`src/design/polar_phase_frequency_offset_tracker_unit_assert.svh`:
```
// Assertion helpers shared by the tracker RTL.
`ifndef POLAR_PHASE_FREQUENCY_OFFSET_TRACKER_UNIT_ASSERT_SVH
`define POLAR_PHASE_FREQUENCY_OFFSET_TRACKER_UNIT_ASSERT_SVH

// Same-cycle implication, disabled while reset is asserted.
`define PPFOT_ASSERT_NOW(label, clk, rst_n, ante, cons, msg) \
	label: assert property (@(posedge clk) disable iff (!(rst_n)) (ante) |-> (cons)) \
		else $error(msg);

// Next-cycle implication, disabled while reset is asserted.
`define PPFOT_ASSERT_NEXT(label, clk, rst_n, ante, cons, msg) \
	label: assert property (@(posedge clk) disable iff (!(rst_n)) (ante) |=> (cons)) \
		else $error(msg);

`endif

```
`src/design/ppfot_pkg.sv`:
```
package ppfot_pkg;

	localparam int PH_W      = 16;
	localparam int MAG_W     = 16;
	localparam int X_W       = 32;
	localparam int K_W       = 24;
	localparam int DIGIT_W   = 8;
	localparam int NUM_DIGITS = K_W / DIGIT_W;
	localparam int CNT_W     = (NUM_DIGITS > 1) ? $clog2(NUM_DIGITS) : 1;
	localparam int ACC_W     = X_W + DIGIT_W + 2;
	localparam int FRAC_W    = 16;

	// Loop coefficients, 24 fraction bits, rounded to nearest.
	localparam logic [K_W-1:0] K_LEAK  = 24'd16775538;
	localparam logic [K_W-1:0] K_GAIN  = 24'd1678;
	localparam logic [K_W-1:0] K_INTEG = 24'd16777;

	localparam logic signed [X_W-1:0] EST_MAX = 32'sh7fff_ffff;
	localparam logic signed [X_W-1:0] EST_MIN = 32'sh8000_0000;

	typedef enum logic [2:0] {
		ST_IDLE,
		ST_EST,
		ST_FIN1,
		ST_INTEG,
		ST_FIN2,
		ST_DONE
	} state_t;

	typedef struct packed {
		logic load;
		logic step;
	} mul_ctrl_t;

endpackage

```
`src/design/ppfot_dmul.sv`:
```
// Digit-serial multiply of two signed 32-bit operands by two unsigned 24-bit
// coefficients, summed. One coefficient digit per step, least significant first;
// the partial sum shifts right one digit per step so the adder stays narrow.
// After the last step rnd holds the sum rounded half up at 24 fraction bits.
module ppfot_dmul (
	input  logic                                   clk,
	input  ppfot_pkg::mul_ctrl_t                   ctrl,
	input  logic signed [ppfot_pkg::X_W-1:0]       x1,
	input  logic signed [ppfot_pkg::X_W-1:0]       x2,
	input  logic        [ppfot_pkg::K_W-1:0]       k1,
	input  logic        [ppfot_pkg::K_W-1:0]       k2,
	output logic signed [ppfot_pkg::ACC_W-1:0]     rnd
);

	logic signed [ppfot_pkg::ACC_W-1:0]               acc_q;
	logic        [ppfot_pkg::K_W-1:0]                 lo_q;
	logic        [ppfot_pkg::K_W-1:0]                 k1_q;
	logic        [ppfot_pkg::K_W-1:0]                 k2_q;
	logic signed [ppfot_pkg::X_W+ppfot_pkg::DIGIT_W:0] p1;
	logic signed [ppfot_pkg::X_W+ppfot_pkg::DIGIT_W:0] p2;
	logic signed [ppfot_pkg::ACC_W-1:0]               sum;

	assign p1  = x1 * $signed({1'b0, k1_q[ppfot_pkg::DIGIT_W-1:0]});
	assign p2  = x2 * $signed({1'b0, k2_q[ppfot_pkg::DIGIT_W-1:0]});
	assign sum = acc_q + ppfot_pkg::ACC_W'(p1) + ppfot_pkg::ACC_W'(p2);

	always_ff @(posedge clk) begin
		if (ctrl.load) begin
			acc_q <= '0;
			lo_q  <= '0;
			k1_q  <= k1;
			k2_q  <= k2;
		end else if (ctrl.step) begin
			acc_q <= sum >>> ppfot_pkg::DIGIT_W;
			lo_q  <= {sum[ppfot_pkg::DIGIT_W-1:0],
				lo_q[ppfot_pkg::K_W-1:ppfot_pkg::DIGIT_W]};
			k1_q  <= k1_q >> ppfot_pkg::DIGIT_W;
			k2_q  <= k2_q >> ppfot_pkg::DIGIT_W;
		end
	end

	// The top bit of the shifted-out fraction is the half-LSB rounding carry.
	assign rnd = acc_q + ppfot_pkg::ACC_W'($signed({1'b0, lo_q[ppfot_pkg::K_W-1]}));

endmodule

```
`src/design/polar_phase_frequency_offset_tracker_unit.sv`:
```
// Phase-domain frequency offset tracker for polar samples. Each input
// transaction carries a magnitude and a 16-bit binary-angle phase; the block
// tracks the sample-to-sample phase step with a leaky estimate, integrates it
// into a correction angle and returns the magnitude unchanged with the phase
// minus that correction. A write on cfg_we loads the frequency estimate
// (Q16.16 angle units per sample). Each item runs two passes of three 8-bit
// digit steps through one shared digit-serial multiply-add unit (two 32x8
// products per step), a finishing state after each pass, a state that moves
// the result into the output register and the idle state in which the next
// transaction is accepted. A new transaction is taken once the previous result
// sits in the output register, so a stalled output holds off input only while
// that register is still full.
`include "polar_phase_frequency_offset_tracker_unit_assert.svh"

module polar_phase_frequency_offset_tracker_unit (
	input  logic        clk,
	input  logic        arst_n,
	input  logic        s_tvalid,
	output logic        s_tready,
	input  logic [31:0] s_tdata,   // [15:0] magnitude, [31:16] phase
	output logic        m_tvalid,
	input  logic        m_tready,
	output logic [31:0] m_tdata,   // [15:0] out_magnitude, [31:16] corrected_phase
	input  logic        cfg_we,
	input  logic [31:0] cfg_wdata  // init_step
);

	ppfot_pkg::state_t state_q, state_d;
	logic [ppfot_pkg::CNT_W-1:0]             cnt_q;
	logic [ppfot_pkg::PH_W-1:0]              last_phase_q;
	logic signed [ppfot_pkg::X_W-1:0]        est_q;
	logic [ppfot_pkg::X_W-1:0]               corr_q;
	logic [ppfot_pkg::MAG_W-1:0]             mag_q;
	logic [ppfot_pkg::PH_W-1:0]              ph_q;
	logic [ppfot_pkg::PH_W-1:0]              diff_q;
	logic                                    m_tvalid_q;
	logic [31:0]                             m_tdata_q;

	ppfot_pkg::mul_ctrl_t                    mul_ctrl;
	logic signed [ppfot_pkg::X_W-1:0]        mul_x2;
	logic [ppfot_pkg::K_W-1:0]               mul_k1;
	logic [ppfot_pkg::K_W-1:0]               mul_k2;
	logic signed [ppfot_pkg::ACC_W-1:0]      mul_rnd;

	logic                                    s_accept;
	logic                                    cnt_last;
	logic                                    out_load;
	logic                                    est_ovf;
	logic signed [ppfot_pkg::X_W-1:0]        est_sat;
	logic [ppfot_pkg::PH_W-1:0]              corr_int;
	logic [ppfot_pkg::PH_W-1:0]              corrected;

	assign s_tready = (state_q == ppfot_pkg::ST_IDLE);
	assign s_accept = s_tvalid && s_tready;
	assign cnt_last = (cnt_q == ppfot_pkg::CNT_W'(ppfot_pkg::NUM_DIGITS - 1));
	assign out_load = (state_q == ppfot_pkg::ST_DONE) && (!m_tvalid_q || m_tready);

	assign mul_k1 = (state_q == ppfot_pkg::ST_IDLE) ? ppfot_pkg::K_LEAK : ppfot_pkg::K_INTEG;
	assign mul_k2 = (state_q == ppfot_pkg::ST_IDLE) ? ppfot_pkg::K_GAIN : '0;
	// The step term enters as diff * 2^16 so both products share one alignment.
	assign mul_x2 = (state_q == ppfot_pkg::ST_EST) ? $signed({diff_q, 16'h0000}) : '0;

	ppfot_dmul u_dmul (
		.clk  (clk),
		.ctrl (mul_ctrl),
		.x1   (est_q),
		.x2   (mul_x2),
		.k1   (mul_k1),
		.k2   (mul_k2),
		.rnd  (mul_rnd)
	);

	assign est_ovf = !((&mul_rnd[ppfot_pkg::ACC_W-1:ppfot_pkg::X_W-1]) ||
		(~|mul_rnd[ppfot_pkg::ACC_W-1:ppfot_pkg::X_W-1]));
	assign est_sat = est_ovf ? (mul_rnd[ppfot_pkg::ACC_W-1] ? ppfot_pkg::EST_MIN
		: ppfot_pkg::EST_MAX) : mul_rnd[ppfot_pkg::X_W-1:0];

	assign corr_int  = corr_q[ppfot_pkg::X_W-1:ppfot_pkg::FRAC_W] +
		ppfot_pkg::PH_W'(corr_q[ppfot_pkg::FRAC_W-1]);
	assign corrected = ph_q - corr_int;

	always_comb begin
		state_d       = state_q;
		mul_ctrl.load = 1'b0;
		mul_ctrl.step = 1'b0;
		case (state_q)
			ppfot_pkg::ST_IDLE: begin
				if (s_accept) begin
					mul_ctrl.load = 1'b1;
					state_d       = ppfot_pkg::ST_EST;
				end
			end
			ppfot_pkg::ST_EST: begin
				mul_ctrl.step = 1'b1;
				if (cnt_last) begin
					state_d = ppfot_pkg::ST_FIN1;
				end
			end
			ppfot_pkg::ST_FIN1: begin
				mul_ctrl.load = 1'b1;
				state_d       = ppfot_pkg::ST_INTEG;
			end
			ppfot_pkg::ST_INTEG: begin
				mul_ctrl.step = 1'b1;
				if (cnt_last) begin
					state_d = ppfot_pkg::ST_FIN2;
				end
			end
			ppfot_pkg::ST_FIN2: begin
				state_d = ppfot_pkg::ST_DONE;
			end
			ppfot_pkg::ST_DONE: begin
				if (out_load) begin
					state_d = ppfot_pkg::ST_IDLE;
				end
			end
			default: begin
				state_d = ppfot_pkg::ST_IDLE;
			end
		endcase
	end

	always_ff @(posedge clk or negedge arst_n) begin
		if (!arst_n) begin
			state_q      <= ppfot_pkg::ST_IDLE;
			cnt_q        <= '0;
			last_phase_q <= '0;
			est_q        <= '0;
			corr_q       <= '0;
			m_tvalid_q   <= 1'b0;
		end else begin
			state_q <= state_d;
			if (mul_ctrl.load) begin
				cnt_q <= '0;
			end else if (mul_ctrl.step) begin
				cnt_q <= cnt_q + 1'b1;
			end
			if (s_accept) begin
				last_phase_q <= s_tdata[31:16];
			end
			if (cfg_we) begin
				est_q <= $signed(cfg_wdata);
			end else if (state_q == ppfot_pkg::ST_FIN1) begin
				est_q <= est_sat;
			end
			if (state_q == ppfot_pkg::ST_FIN2) begin
				corr_q <= corr_q + mul_rnd[ppfot_pkg::X_W-1:0];
			end
			if (out_load) begin
				m_tvalid_q <= 1'b1;
			end else if (m_tready) begin
				m_tvalid_q <= 1'b0;
			end
		end
	end

	always_ff @(posedge clk) begin
		if (s_accept) begin
			mag_q  <= s_tdata[15:0];
			ph_q   <= s_tdata[31:16];
			diff_q <= s_tdata[31:16] - last_phase_q;
		end
		if (out_load) begin
			m_tdata_q <= {corrected, mag_q};
		end
	end

	assign m_tvalid = m_tvalid_q;
	assign m_tdata  = m_tdata_q;

	`PPFOT_ASSERT_NOW(a_mul_ctrl_excl, clk, arst_n, 1'b1,
		!(mul_ctrl.load && mul_ctrl.step), "multiplier load and step at once")
	`PPFOT_ASSERT_NEXT(a_accept_starts, clk, arst_n, s_accept,
		(state_q == ppfot_pkg::ST_EST) && (cnt_q == '0), "accepted item did not start")
	`PPFOT_ASSERT_NOW(a_fin2_latency, clk, arst_n, state_q == ppfot_pkg::ST_FIN2,
		$past(s_accept, 8), "correction update not eight cycles after accept")
	`PPFOT_ASSERT_NEXT(a_done_holds, clk, arst_n,
		(state_q == ppfot_pkg::ST_DONE) && m_tvalid && !m_tready,
		(state_q == ppfot_pkg::ST_DONE) && m_tvalid, "result lost under stall")

endmodule
```
`config.mk`:
```
export PLATFORM = sky130hd
export DESIGN_NAME = polar_phase_frequency_offset_tracker_unit
export DESIGN_NICKNAME = d
export VERILOG_FILES = /design/src/design/ppfot_pkg.sv /design/src/design/ppfot_dmul.sv /design/src/design/polar_phase_frequency_offset_tracker_unit.sv
export VERILOG_INCLUDE_DIRS = /design/src /design/src/design
export SDC_FILE = /design/constraint.sdc
export NUM_CORES = 1
export LEC_CHECK = 0
export BUFFER_PORTS_ARGS = -buffer_cell sky130_fd_sc_hd__buf_2
export CAP_MARGIN = 30
export CORE_UTILIZATION = 26
export CTS_CLUSTER_DIAMETER = 60
export DETAILED_ROUTE_END_ITERATION = 8
export GPL_ROUTABILITY_DRIVEN = 1
export PLACE_DENSITY = 0.51
export SYNTH_ARGS = -nofsm -noshare
export SYNTH_HDL_FRONTEND = slang
export SYNTH_SLANG_ARGS = --single-unit
```
`constraint.sdc`:
```
create_clock -name clk -period 7.58 [get_ports clk]
set_input_delay 1.137 -clock clk [delete_from_list [all_inputs] [get_ports clk]]
set_output_delay 1.137 -clock clk [all_outputs]
set_load 0.1 [all_outputs]
```
==> flow_summary.ini, run 1 <==
[routing]
top_layer = met4
vias_per_cell = 4.37
drtIter0Drc = 835
met1Wirelength_mm = 26.4
drtPass1Iterations = 5
route.detailed.drc = 0
via_count = 16000
ant_nets = 0
dr_wl_met3_mm = 2.35
drt_wl_total_mm = 57.6
wl_per_cell_um = 15.8
wl_met2_mm = 27.6

[layout]
postLayoutCoreUtil_pct = 29.7
stdcell_area_um2 = 25800
seqCellArea_um2 = 5560
final_common_cell = inv_1
multi_input_area_um2 = 15500
nets = 3092
syn_to_final_growth_pct = 12.7
drive_gt1_share_pct = 7.65
fillers = 9253
most-common-layout-cells = 447 x inv_1, 329 x nand2_1, 307 x fa_1

[timing]
finalSetupViolCount = 0
finalWorstPathRequiredPeriod_ns = 7.04
fin_crit_sh_pct = 92.9
rsz0062_at_grt = false
finalMaxSlewViolations = 0
slew-limit-headroom_pct = 31.0
tns_ns = 0
clock_skew_ns = 0.0244
fmax_ghz = 0.142
setup_slack_ns = 0.541
hold_viol = 0
worst_pin_slew_ns = 1.03

[worst_setup_path]
start_kind = register
crit_top_cell = fa_1
slowest_delay_ns = 0.86
worstSetupPathType = register to register
r2r_cells = 22
arrival_ns = 7.44
crit_path_end_kind = register
path_max_fanout = 25
required_ns = 7.98
crit_chain = nand2_1 > fa_1 > inv_1 > fa_1 > fa_1 > fa_1 > fa_1 > inv_1 > fa_1 > inv_1 > ha_1 > nand3_1 > nor3_1 > nand4_1 > o211ai_2 > o31ai_4 > a21oi_1 > a311o_1 > o31a_1 > a21oi_2 > xnor2_1 > o22ai_1
cp_slowest_cell = edfxtp_1

[run]
maxCapViolCount = 0

[worst_hold_path]
hold_depth = 0
hold_class = register to register

[clock_network]
clk_pin_slew_ns = 0.06
post-cts-setup-buffers = 0
clock-sinks = 211
ctsHtreeMaxLevel = 1
root_buffer = clkbuf_16
post_cts_resized = 0
clkLatencyLatePin_ns = 0.57
hold_buffers = 0
clock_path_buffers = 3
cts_tree = yes
cts-buffers-inserted = 28

[floorplan]
die_y_um = 299
io-pin-count = 103
rows = 108
die_area_um2 = 89300
core_area_um2 = 87000
die_x_um = 299
initial_core_util_pct = 26.3

[synthesis]
syn_area_um2 = 22900
synth_cells = 2384
ys_ff_latch = 211
yosys.area.top_type_share_pct = 26.8
synthFlopType = edfxtp_1
synth_area_leaders = fa_1 27%, ha_1 13%, edfxtp_1 12%, dfrtp_1 9.4%, inv_1 7.3%
synth_edf_count = 90
yosysWarnings = 0
async_reset_ff_share_pct = 40.8
synth_nets = 3000
avgSynthCellArea_um2 = 9.61
synth_largest_area_cell = fa_1
ys_seq_area_share_pct = 24.3
ys_types = 66

[grt]
grt_pass1_wl_mm = 92.9
overflow = 0
grt_pass1_vias = 16400
grt_max_degree = 67
antenna_found_initial = 0
track_usage_pct = 13.2

[placed_design]
place_ws_ns = 0.580
port_buffers = 102
place_hpwl_mm = 48.0
placed_area_um2 = 24800
gp_congestion = 0.864

[outcome]
status = completed
## through the flow
stage | hold WS (ns) | cells
after floorplan | 0.400 | 2384
after global placement | 0.402 | 3600
after detailed placement | 0.405 | 3600
after CTS | 0.419 | 3651
after global routing | 0.424 | 3652
final | 0.418 | 3653
## cell usage after synthesis (all sizes together) (29+ instances only)
cell    count
dfxtp      35
edfxtp     90
o221ai     29
and2      104
nor2      101
fa        307
a21oi      93
nand2     329
dfrtp      86
a21o       35
ha        240
clkbuf     64
inv       448
xnor2      89
o21ai      89
xor2       40
## final cells by class
type	count	share of cell area, %
flip-flops and latches	211	21.5
clock buffers	35	3.05
clock inverters	16	0.611
inverters	448	6.52
multi-input cells	1661	59.9
repair buffers	126	2.76
well taps	1155	5.60
diodes	1	0.00970
## state kept, by name (all words and copies together), names as in the netlist, 2 cells and up
signal        cells
cnt_q             2
ph_q             16
state_q           3
u_dmul.k1_q       9
est_q            32
u_dmul.acc_q     34
diff_q           16
m_tdata          32
mag_q            16
corr_q           32
last_phase_q     16
## path summary, 6_finish.rpt
path | start | endpoint | slack [ns]
worst max-delay path | u_dmul.k1_q[5] | u_dmul.acc_q[33] | 0.54
worst min-delay path | mag_q[0] | m_tdata[0] | 0.42
worst max register to register | u_dmul.k1_q[5] | u_dmul.acc_q[33] | 0.54
worst min register to register | mag_q[0] | m_tdata[0] | 0.42
max in group asynchronous | arst_n | last_phase_q[13] | 6.20
min in group asynchronous | arst_n | est_q[2] | 0.50
## metal layers
layer | GRT usage (%) | vias to the layer above
li1 | - | 7846
met1 | 17.9 | 7800
met2 | 22.2 | 268
met3 | 1.85 | 55
met4 | 2.65 | 0
met5 | 0 | -
## logic make-up (layout without fill, tap and decap cells)
| family | count (synthesis) | count (layout) | share of synthesized area [%] |
|---|---|---|---|
| other | 0 | 1 | 0 |
| AND/OR/NAND/NOR | 642 | 642 | 12.7 |
| AO/OA/AOI/OAI | 339 | 339 | 9.55 |
| flip-flops | 211 | 211 | 24.3 |
| multiplexers | 4 | 4 | 0.191 |
| adder cells (fa/ha/maj) | 547 | 547 | 39.9 |
| XOR/XNOR | 129 | 129 | 4.93 |
| buffers and inverters | 512 | 625 | 8.39 |
## worst max-delay path, delay by kind of cell, from the launching register on
family	cells	cell delay, ns
buf+inv	3	0.14
compound gates	7	1.58
fa+ha+maj	7	3.36
flops	1	0.86
xor+xnor	1	0.16
simple gates	4	0.78
Power of run 1 is left out: the tool's default activity adds up to more than one toggle a clock period on the data nets, which glitch-free logic cannot reach.
==> inputs of run 2 (changes only) <==
BUFFER_PORTS_ARGS = -buffer_cell sky130_fd_sc_hd__clkbuf_2   (was -buffer_cell sky130_fd_sc_hd__buf_2)
==> run 2 against run 1 <==
Against the previous run: die area unchanged; maximum frequency down 0.76%; final cell count up 0.11%; critical endpoint unchanged; largest cell class unchanged.
==> flow_summary.ini, run 2 (synthesis gave the netlist of run 1 again) <==
[layout]
multi_input_area_um2 = 15500
nets = 3094
final_common_cell = inv_1
seqCellArea_um2 = 5560
largest_reg_flops = 34
fillers = 9262
top_register = u_dmul.acc_q
syn_to_final_growth_pct = 12.4
postLayoutCoreUtil_pct = 29.6
drive_gt1_share_pct = 7.52
most-common-layout-cells = 447 x inv_1, 329 x nand2_1, 307 x fa_1

[routing]
drtPass1Iterations = 5
drtIter0Drc = 913
via_count = 16200
route.detailed.drc = 0
ant_nets = 0
drt_wl_total_mm = 58.5
wl_per_cell_um = 16.0
vias_per_cell = 4.43

[timing]
finalSetupViolCount = 0
fmax_ghz = 0.141
hold_viol = 0
finalWorstPathRequiredPeriod_ns = 7.09
tns_ns = 0
worst_pin_slew_ns = 0.982
rsz0062_at_grt = false
fin_crit_sh_pct = 93.6
clock_skew_ns = 0.0115
slew-limit-headroom_pct = 34.4
finalMaxSlewViolations = 0

[clock_network]
clk_pin_slew_ns = 0.06
cts_tree = yes
post-cts-setup-buffers = 0
post_cts_resized = 0
root_buffer = clkbuf_16
hold_buffers = 0
clock_path_buffers = 3
cts-buffers-inserted = 29
ctsHtreeMaxLevel = 1
clkLatencyLatePin_ns = 0.57
clock-sinks = 211

[worst_setup_path]
arrival_ns = 7.51
critPathLaunch = u_dmul.k1_q[5]
worstSetupPathType = register to register
r2r_start = u_dmul.k1_q[5]
r2r_cells = 20
required_ns = 8.00
path_max_fanout = 25
reg2reg_slack_ns = 0.49
start_kind = register
r2r_end = u_dmul.acc_q[33]
crit_path_end = u_dmul.acc_q[33]
crit_path_end_kind = register

[floorplan]
io-pin-count = 103
rows = 108
core_area_um2 = 87000
die_area_um2 = 89300
die_y_um = 299
initial_core_util_pct = 26.3
die_x_um = 299

[grt]
grt_pass1_wl_mm = 94.3
grt_pass1_vias = 16700
overflow = 0
track_usage_pct = 13.4
antenna_found_initial = 0
grt_max_degree = 62

[placed_design]
port_buffers = 102
place_hpwl_mm = 48.3
gp_congestion = 0.872

[worst_hold_path]
hold_class = register to register

[run]
maxCapViolCount = 0

[outcome]
status = completed
-- run 2: changes by cell type in the layout (fill, tap and decap cells not counted), moves of 2 or more --
| cell | change |
|---|---|
| clkbuf_8 | -3 |
| clkbuf_2 | +101 |
| buf_2 | -101 |
| clkinv_1 | +4 |
| clkbuf_1 | +3 |
| inv_4 | -3 |
| bufinv_16 | -2 |
| clkinv_4 | +2 |
-- run 2: final cells by class --
class                      count  area share (%)
clock buffer                  35            2.94
multi-input combinational   1661            60.0
inverter                     448            6.53
tap                         1155            5.61
sequential                   211            21.6
clock inverter                19           0.486
timing repair buffer         127            2.80
antenna                        1         0.00972
-- run 2: worst min-delay path by stage --
stage,cells past startpoint,startpoint,to
floorplan,0,mag_q[0],m_tdata[0]
global placement,0,mag_q[11],m_tdata[11]
detailed placement,0,mag_q[11],m_tdata[11]
CTS,0,mag_q[11],m_tdata[11]
global route,0,mag_q[9],m_tdata[9]
finish,0,mag_q[0],m_tdata[0]
-- run 2: critical path, stage by stage (launching register included) --
cell      delay (ns)
edfxtp_1        0.89
nand2_1         0.26
fa_1            0.61
inv_1           0.06
fa_1            0.55
fa_1            0.44
fa_1            0.46
fa_1            0.52
fa_1            0.42
ha_1            0.40
nand4_1         0.18
nor3_1          0.29
nand4_1         0.14
o211ai_2        0.37
o31ai_4         0.13
a21oi_1         0.37
a311o_1         0.33
o31a_1          0.20
a21oi_2         0.08
xnor2_1         0.15
o22ai_1         0.10
-- run 2: through the flow --
step | hold slack, ns | area [um^2] | instances | setup WS, ns
4_1_cts | 0.421 | 25700 | 3654 | 0.560
5_1_grt | 0.424 | 25700 | 3656 | 0.0665
3_3_place_gp | 0.401 | 24800 | 3600 | 0.657
2_1_floorplan | 0.400 | 22900 | 2384 | 1.14
6_report | 0.420 | 25700 | 3657 | 0.488
3_5_place_dp | 0.407 | 24800 | 3600 | 0.571
-- run 2: routing by layer --
metal  wire, um  vias to the layer above  GRT usage, %
li1           -                     7859             -
met1      26300                     7971          17.9
met2      28400                      293          22.8
met3       2650                       67          2.03
met4       1180                        0          2.67
met5          0                        -             0
Power of run 2 is left out for the same reason.
